--- config.mk ---
export PLATFORM = sky130hd
export DESIGN_NAME = unique_key_table_unit
export DESIGN_NICKNAME = d
export VERILOG_FILES = /design/src/sv/ukt_pkg.sv /design/src/sv/ukt_cell.sv /design/src/sv/unique_key_table_unit.sv
export SDC_FILE = /design/constraint.sdc
export NUM_CORES = 2
export LEC_CHECK = 0
export ABC_AREA = 1
export ABC_CLOCK_PERIOD_IN_PS = 143100
export CAP_MARGIN = 30
export CELL_PAD_IN_SITES_DETAIL_PLACEMENT = 1
export CELL_PAD_IN_SITES_GLOBAL_PLACEMENT = 1
export CORE_MARGIN = 4
export CORE_UTILIZATION = 55
export DETAILED_ROUTE_END_ITERATION = 8
export DONT_BUFFER_PORTS = 1
export GPL_TIMING_DRIVEN = 1
export PLACE_DENSITY_LB_ADDON = 0.1
export SLEW_MARGIN = 5
export SYNTH_ARGS = -nofsm -noshare
export SYNTH_HDL_FRONTEND = slang
export SYNTH_SLANG_ARGS = --single-unit
--- constraint.sdc ---
create_clock -name clock -period 143.1 [get_ports clock]
set_input_delay 7.155 -clock clock [delete_from_list [all_inputs] [get_ports clock]]
set_output_delay 7.155 -clock clock [all_outputs]
set_load 0.1 [all_outputs]
--- src/sv/ukt_pkg.sv ---
// Shared types and constants for the unique key table.
// No dependencies; imported by ukt_cell and unique_key_table_unit.
`default_nettype none

package ukt_pkg;

   localparam int KEY_W            = 31;
   localparam int KIND_W           = 2;
   localparam int STATUS_W         = 3;
   localparam int INDEX_W          = 7;
   localparam int OCC_W            = 8;
   localparam int DEFAULT_CAPACITY = 128;

   typedef enum logic [KIND_W-1:0] {
      KIND_ADD    = 2'd0,
      KIND_DELETE = 2'd1,
      KIND_SEARCH = 2'd2,
      KIND_UPDATE = 2'd3
   } ukt_kind_type;

   typedef enum logic [STATUS_W-1:0] {
      ST_OK         = 3'd0,
      ST_PRESENT    = 3'd1,
      ST_ABSENT     = 3'd2,
      ST_FULL       = 3'd3,
      ST_NEW_EXISTS = 3'd4
   } ukt_status_type;

endpackage

`default_nettype wire

--- src/sv/ukt_cell.sv ---
// One slot of the rotating key ring.
// Depends on ukt_pkg for the key width.
`default_nettype none

module ukt_cell
   import ukt_pkg::*;
(
   input  wire logic             clock,
   input  wire logic             shift_en,
   input  wire logic [KEY_W-1:0] shift_in,
   output logic      [KEY_W-1:0] key_out
);

   logic [KEY_W-1:0] key_ff;
   logic [KEY_W-1:0] key_in;

   // take the neighbor's key while the ring advances, hold otherwise
   assign key_in  = shift_en ? shift_in : key_ff;
   assign key_out = key_ff;

   always_ff @(posedge clock) begin
      key_ff <= key_in;
   end

endmodule

`default_nettype wire

--- src/sv/unique_key_table_unit.sv ---
// Top level of the unique key table: handshake, sequencer and the cell ring.
// Depends on ukt_pkg and ukt_cell.
`default_nettype none

// The table holds up to CAPACITY unique 31-bit keys packed into slots
// 0 .. occupancy-1, kept in a ring of CAPACITY cells that rotates one slot
// per cycle toward cell 0 while it scans or rewrites. One operation is in
// flight at a time. After a request transfer the ring makes one full turn
// while cell 0 is compared with the key and the new key, then the sequencer
// passes through a decision state. Add, delete and update that succeed take
// a second full turn in which the tail cell is loaded with the added or
// replaced key, or, for delete, with the key two cells ahead so every later
// slot moves down by one. A result then waits in a done state until the
// output register is free, and is registered there. A finished response is
// held in an output register, so the next request is taken while it waits.
// Status codes: 0 ok, 1 already present, 2 not found, 3 table full, 4 new
// key exists; index is 0 unless status is ok.

module unique_key_table_unit
   import ukt_pkg::*;
#(
   parameter int CAPACITY = DEFAULT_CAPACITY
)
(
   input  wire logic        clock,
   input  wire logic        reset,

   input  wire logic        req_tvalid,
   output logic             req_tready,
   input  wire logic [63:0] req_tdata,   // key [30:0], new_key [61:31], zero [63:62]
   input  wire logic [1:0]  req_tuser,   // kind [1:0]

   output logic             rsp_tvalid,
   input  wire logic        rsp_tready,
   output logic [23:0]      rsp_tdata    // status [2:0], index [9:3], occupancy [17:10]
);

   localparam int IDX_W = $clog2(CAPACITY);
   localparam int CNT_W = $clog2(CAPACITY + 1);

   typedef enum logic [2:0] {
      S_IDLE,
      S_SCAN,
      S_DECIDE,
      S_MODIFY,
      S_DONE
   } state_type;

   // sequencer registers
   state_type        state_ff,     state_in;
   logic [IDX_W-1:0] step_ff,      step_in;
   logic [CNT_W-1:0] cnt_ff,       cnt_in;
   ukt_kind_type     kind_ff,      kind_in;
   logic [KEY_W-1:0] key_ff,       key_in;
   logic [KEY_W-1:0] nkey_ff,      nkey_in;
   logic             found_ff,     found_in;
   logic             nk_found_ff,  nk_found_in;
   logic [IDX_W-1:0] slot_ff,      slot_in;
   logic [IDX_W-1:0] tgt_ff,       tgt_in;
   ukt_status_type   res_stat_ff,  res_stat_in;
   logic [IDX_W-1:0] res_idx_ff,   res_idx_in;

   // response register
   logic             rsp_valid_ff, rsp_valid_in;
   ukt_status_type   rsp_stat_ff,  rsp_stat_in;
   logic [INDEX_W-1:0] rsp_idx_ff, rsp_idx_in;
   logic [OCC_W-1:0] rsp_occ_ff,   rsp_occ_in;

   // ring
   logic [KEY_W-1:0] cell_key [CAPACITY];
   logic [KEY_W-1:0] tail_in;
   logic             shift_en;
   logic [KEY_W-1:0] head_key;
   logic             head_live;
   logic             last_step;

   // width adapters for the fixed-width response fields
   logic [IDX_W+INDEX_W-1:0] idx_ext;
   logic [CNT_W+OCC_W-1:0]   occ_ext;

   assign head_key  = cell_key[0];
   assign head_live = CNT_W'(step_ff) < cnt_ff;
   assign last_step = step_ff == IDX_W'(CAPACITY - 1);
   assign shift_en  = (state_ff == S_SCAN) || (state_ff == S_MODIFY);

   assign idx_ext = {{INDEX_W{1'b0}}, res_idx_ff};
   assign occ_ext = {{OCC_W{1'b0}}, cnt_ff};

   // tail input: rotate unchanged during the scan; during the rewrite turn
   // load the new key at the target slot, or close the gap on delete
   always_comb begin
      tail_in = head_key;
      if (state_ff == S_MODIFY) begin
         unique case (kind_ff)
            KIND_ADD: begin
               if (step_ff == tgt_ff) tail_in = key_ff;
            end
            KIND_UPDATE: begin
               if (step_ff == tgt_ff) tail_in = nkey_ff;
            end
            KIND_DELETE: begin
               if (step_ff >= tgt_ff) tail_in = cell_key[1];
            end
            KIND_SEARCH: begin
               tail_in = head_key;
            end
            default: tail_in = head_key;
         endcase
      end
   end

   for (genvar i = 0; i < CAPACITY; i++) begin : g_cell
      logic [KEY_W-1:0] nbr;
      if (i == CAPACITY - 1) begin : g_tail
         assign nbr = tail_in;
      end else begin : g_body
         assign nbr = cell_key[i+1];
      end
      ukt_cell u_cell (
         .clock    (clock),
         .shift_en (shift_en),
         .shift_in (nbr),
         .key_out  (cell_key[i])
      );
   end

   assign req_tready = state_ff == S_IDLE;

   always_comb begin
      state_in     = state_ff;
      step_in      = step_ff;
      cnt_in       = cnt_ff;
      kind_in      = kind_ff;
      key_in       = key_ff;
      nkey_in      = nkey_ff;
      found_in     = found_ff;
      nk_found_in  = nk_found_ff;
      slot_in      = slot_ff;
      tgt_in       = tgt_ff;
      res_stat_in  = res_stat_ff;
      res_idx_in   = res_idx_ff;
      rsp_valid_in = rsp_valid_ff;
      rsp_stat_in  = rsp_stat_ff;
      rsp_idx_in   = rsp_idx_ff;
      rsp_occ_in   = rsp_occ_ff;

      // drop the response once it has been transferred
      if (rsp_valid_ff && rsp_tready) rsp_valid_in = 1'b0;

      unique case (state_ff)
         S_IDLE: begin
            if (req_tvalid) begin
               kind_in     = ukt_kind_type'(req_tuser);
               key_in      = req_tdata[KEY_W-1:0];
               nkey_in     = req_tdata[2*KEY_W-1:KEY_W];
               found_in    = 1'b0;
               nk_found_in = 1'b0;
               slot_in     = '0;
               step_in     = '0;
               state_in    = S_SCAN;
            end
         end

         S_SCAN: begin
            // first match of the key gives the slot; any match of new key counts
            if (head_live && !found_ff && head_key == key_ff) begin
               found_in = 1'b1;
               slot_in  = step_ff;
            end
            if (head_live && head_key == nkey_ff) nk_found_in = 1'b1;
            step_in = step_ff + 1'b1;
            if (last_step) begin
               step_in  = '0;
               state_in = S_DECIDE;
            end
         end

         S_DECIDE: begin
            res_stat_in = ST_OK;
            res_idx_in  = '0;
            tgt_in      = slot_ff;
            state_in    = S_DONE;
            unique case (kind_ff)
               KIND_ADD: begin
                  if (found_ff) begin
                     res_stat_in = ST_PRESENT;
                  end else if (cnt_ff == CNT_W'(CAPACITY)) begin
                     res_stat_in = ST_FULL;
                  end else begin
                     tgt_in     = IDX_W'(cnt_ff);
                     res_idx_in = IDX_W'(cnt_ff);
                     cnt_in     = cnt_ff + 1'b1;
                     state_in   = S_MODIFY;
                  end
               end
               KIND_DELETE: begin
                  if (!found_ff) begin
                     res_stat_in = ST_ABSENT;
                  end else begin
                     res_idx_in = slot_ff;
                     cnt_in     = cnt_ff - 1'b1;
                     state_in   = S_MODIFY;
                  end
               end
               KIND_SEARCH: begin
                  if (!found_ff) res_stat_in = ST_ABSENT;
                  else           res_idx_in  = slot_ff;
               end
               KIND_UPDATE: begin
                  if (!found_ff) begin
                     res_stat_in = ST_ABSENT;
                  end else if (nk_found_ff) begin
                     res_stat_in = ST_NEW_EXISTS;
                  end else begin
                     res_idx_in = slot_ff;
                     state_in   = S_MODIFY;
                  end
               end
               default: res_stat_in = ST_OK;
            endcase
         end

         S_MODIFY: begin
            step_in = step_ff + 1'b1;
            if (last_step) begin
               step_in  = '0;
               state_in = S_DONE;
            end
         end

         S_DONE: begin
            // hold until the response register is free
            if (!rsp_valid_ff || rsp_tready) begin
               rsp_valid_in = 1'b1;
               rsp_stat_in  = res_stat_ff;
               rsp_idx_in   = idx_ext[INDEX_W-1:0];
               rsp_occ_in   = occ_ext[OCC_W-1:0];
               state_in     = S_IDLE;
            end
         end

         default: state_in = S_IDLE;
      endcase
   end

   always_ff @(posedge clock) begin
      if (reset) begin
         state_ff     <= S_IDLE;
         step_ff      <= '0;
         cnt_ff       <= '0;
         rsp_valid_ff <= 1'b0;
      end else begin
         state_ff     <= state_in;
         step_ff      <= step_in;
         cnt_ff       <= cnt_in;
         rsp_valid_ff <= rsp_valid_in;
      end
      kind_ff     <= kind_in;
      key_ff      <= key_in;
      nkey_ff     <= nkey_in;
      found_ff    <= found_in;
      nk_found_ff <= nk_found_in;
      slot_ff     <= slot_in;
      tgt_ff      <= tgt_in;
      res_stat_ff <= res_stat_in;
      res_idx_ff  <= res_idx_in;
      rsp_stat_ff <= rsp_stat_in;
      rsp_idx_ff  <= rsp_idx_in;
      rsp_occ_ff  <= rsp_occ_in;
   end

   assign rsp_tvalid = rsp_valid_ff;
   assign rsp_tdata  = {6'b0, rsp_occ_ff, rsp_idx_ff, rsp_stat_ff};

   // occupancy never passes the table size
   a_cnt_bound: assert property (@(posedge clock) disable iff (reset)
      cnt_ff <= CNT_W'(CAPACITY))
      else $error("entry count above capacity");

   // a request transfer always starts a fresh scan from slot zero
   a_start_scan: assert property (@(posedge clock) disable iff (reset)
      (req_tvalid && req_tready) |=> (state_ff == S_SCAN && step_ff == '0))
      else $error("scan did not start after request");

   // the step counter rests at zero outside the two ring turns
   a_step_idle: assert property (@(posedge clock) disable iff (reset)
      !shift_en |-> step_ff == '0)
      else $error("step counter moved outside a ring turn");

   // count only changes in the decision cycle
   a_cnt_change: assert property (@(posedge clock) disable iff (reset)
      (cnt_in != cnt_ff) |-> state_ff == S_DECIDE)
      else $error("entry count changed outside decision");

endmodule

`default_nettype wire
==> metrics.md <==
| Metric | Value |
|---|---|
| Die area | approximately 0.24 mm^2 |
| Crit path to | req_tready |
| Gr ovfl total | 0 |
| Fill cells | 18090 |
| Setup-failing EPs final | 0 |
| Area Overhead vs Synth | 13.47% |
| Initial Util | 0.5544 |
| Seq/Total Area, Yosys | 0.9596 |
| Top cells by area, synth | edfxtp_1 (96%), nand2_1 (1.5%), inv_1 (0.46%) |
| Final instance area | around 0.15 mm^2 |
| Family with the most delay on the worst path | simple AND/OR/NAND/NOR gates |
| Ports | 96 |
| Most common library cells after synthesis | edfxtp_1 (4076), nand2_1 (509), inv_1 (157) |
| Power share of the clock group | 0.298 |
| RR Startpoint | state_ff[0] |
| HP Class | flop to flop |
| Die Y | between 400 and 500 um |
| Leakage power | 48.25 nW |
| Crit. End Element | primary output |
| Synthesis Warnings | 0 |
| Post-DP HPWL | 97740 um |
| Fin util | 0.6291 |
| DR iter-0 viols | a little over 4000 |
| Switching pwr | between 0.0007 and 0.0008 W |
| Post-route ant nets | 0 |
| Synth top area share | 0.9566 |
| Post-placement cell area | between 0.1 and 0.15 mm^2 |
| Final clock skew | between 0.06 and 0.07 ns |
| WHS | roughly 0.36 ns |
| Hold-fix buffers, CTS | 0 |
| Buf/Inv on CP | 1 |
| Main synth FF type | edfxtp_1 |
| Floorplan row count | roughly 180 |
| Overall power | about 0.0034 W |
| Max incr delay on CP | around 0.4 ns |
| Count leader, synth | edfxtp_1 |
| EDFF count, synth | approximately 4100 |
| Bufs on Longest Clock Path | 4 |
| Die X | between 400 and 500 um |
| Maxcap violations | 0 |
| WP depth | 2 |
| Final hold vios | 0 |
| Clock root buffer | clkbuf_16 |
| Clk slew on worst S/H paths | 0.06 ns |
| Peak VDD IR | roughly 0.021 mV |
| Core Area | between 0.2 and 0.25 mm^2 |
| Pwr/cell area | ~23 mW/mm^2 |
| Setup CP Type | flop to primary output |
| Power share of the combinational group | 0.083 |
| Sw Share | 0.2343 |
| Worst Max-Slew Pin Slew | around 1.2 ns |
| H-Tree Level Count | 5 |
| Via density per instance | roughly 5.1 |
| Int Pwr | roughly 0.0026 W |
| Postcts setup bufs | 0 |
| First-pass GRT wire length | around 290000 um |
| Initial antenna violation count | 13 |
| Startpoint types | flop |
| RSZ-0062 raised after global routing | no |
| TritonCTS Buffers | 402 |
| Vias post-DR | roughly 46000 |
| Largest area contributor in the netlist | edfxtp_1 |
| Max Clock Freq | approximately 0.11 GHz |
| Post-Synthesis Cells | ~5200 |
| Vias in the first global route | 47450 |
| # port buffers | 0 |
| WL per Instance | 20.76 um |
| Post_cts resized | 0 |
| Status | finished, final reports clean |
| Reg2reg setup slack | 136.22 ns |
| Crit path DAT | 1.91 ns |
| CP max FO | 5 |
| WP data required | roughly 140 ns |
| Synthesized cell area | between 0.1 and 0.15 mm^2 |
| Gp weighted congestion | a little under 0.8 |
| CTS Sinks | roughly 4100 |
| DRT Wirelength | approximately 190000 um |
| Library cells used by synthesis | 37 |
| CTS tree | yes |
| Reg power frac | 0.619 |
| Pin count of the biggest net entering global routing | 208 |
| Gr usage total | 0.1555 |
| Setup TNS Final | 0 ns |
| Final min period | 9.068 ns |
| DR DRC count | 0 |
| 1st-pass router iterations | 5 |
| Reg-to-Reg End | g_cell[47].u_cell.key_out[7] |
| Fin. max-slew vios | 0 |
| Worst-path cell chain | nor3_2 -> buf_16 |
| Fin crit share | 0.06337 |
| Worst R2R Path Depth | 9 |
| Ys async rst share | 0 |
| Worst setup startpoint | state_ff[1] |
| Fraction of layout instances using a drive strength above 1 | 0.1101 |
| Slowest CP cell | nor3_2 |
| Slew HR | 0.2090 |
| #FFs+latches synth | about 4000 |
| Clk Latency, worst-skew pair | roughly 0.93 ns |
| Average size of a mapped cell | between 20 and 25 um^2 |
| Layout Nets | between 5000 and 6000 |
## layout make-up
class	instances	area (um^2)	share of cell area
clock buffers	498	10660	0.07345
repair buffers	78	1074	0.007394
inverters	198	743.2	0.005119
clock inverters	215	1941	0.01337
well taps	3026	3786	0.02608
multi-input cells	884	4192	0.02887
flip-flops and latches	4095	122800	0.8456
diodes	5	12.51	0.00008618
## worst min path at each step
stage	from	end	slack (ns)	depth (start not counted)
2_1_floorplan	g_cell[101].u_cell.key_out[0]	g_cell[100].u_cell.key_out[0]	0.40	0
3_3_place_gp	g_cell[39].u_cell.key_out[18]	g_cell[38].u_cell.key_out[18]	0.40	0
3_5_place_dp	g_cell[101].u_cell.key_out[15]	g_cell[100].u_cell.key_out[15]	0.41	0
4_1_cts	g_cell[16].u_cell.key_out[30]	g_cell[15].u_cell.key_out[30]	0.34	0
5_1_grt	g_cell[16].u_cell.key_out[30]	g_cell[15].u_cell.key_out[30]	0.35	0
6_report	g_cell[16].u_cell.key_out[30]	g_cell[15].u_cell.key_out[30]	0.36	0
## worst reg2reg max path: cells and delay by family (launching register included)
kind	cells	cell delay [ns]
flip-flops	1	0.49
buffers and inverters	8	5.88
AND/OR/NAND/NOR	1	0.13
## power by group through the flow
stage,clock network [W],registers (W),logic (W)
finish,0.00100,0.00208,0.000277
global route,0.00109,0.00212,0.000311
CTS,0.00104,0.00210,0.000276
detailed placement,0,0.00210,0.000282
global placement,0,0.00209,0.000262
floorplan,0,0.00373,0.000187
## routing by layer
layer  share of wire  routed length, um  track usage
met3           0.043               8074      0.02851
met4           0.027               5017      0.04831
met5               0                  0            0
met2            0.44              82320       0.2209
met1            0.49              91440       0.2501
## cell families after synthesis
family	after synthesis	share of synthesized area
and+or+nand+nor	686	0.02183
other	1	0.00002931
adders and majority gates	26	0.002601
AOI/OAI and AO/OA	142	0.006249
DFF	4095	0.9596
buffers and inverters	260	0.008097
xor gates and xnor gates	24	0.001643
## metrics by stage
stage          setup slack (ns)  instances
2_1_floorplan             28.18       5239
3_3_place_gp             133.82       8260
3_5_place_dp             133.76       8271
4_1_cts                  133.94       8984
5_1_grt                  133.93       8995
6_report                 134.03       8999
## layout by cell type, fill, tap and decap left out, drive strengths merged, types with 27 or more instances in the layout
| cell | instances |
|---|---|
| a21oi | 59 |
| buf | 78 |
| bufinv | 36 |
| clkbuf | 498 |
| clkinv | 181 |
| edfxtp | 4076 |
| inv | 178 |
| nand2 | 510 |
| nand3 | 79 |
| nand4 | 35 |
| nor2 | 55 |
| o211ai | 27 |
| o21ai | 47 |
## registers in the layout, summed over array words and instances, names as in the netlist
signal                 cells
cnt_ff                     8
slot_ff                    7
nk_found_ff                1
nkey_ff                   31
key_ff                    31
rsp_idx_ff                 7
found_ff                   1
rsp_tvalid                 1
tgt_ff                     7
state_ff                   3
kind_ff                    2
rsp_stat_ff                3
res_idx_ff                 7
rsp_occ_ff                 8
g_cell.u_cell.key_out   3968
step_ff                    7
res_stat_ff                3
Power figures use the tool's default switching activity.
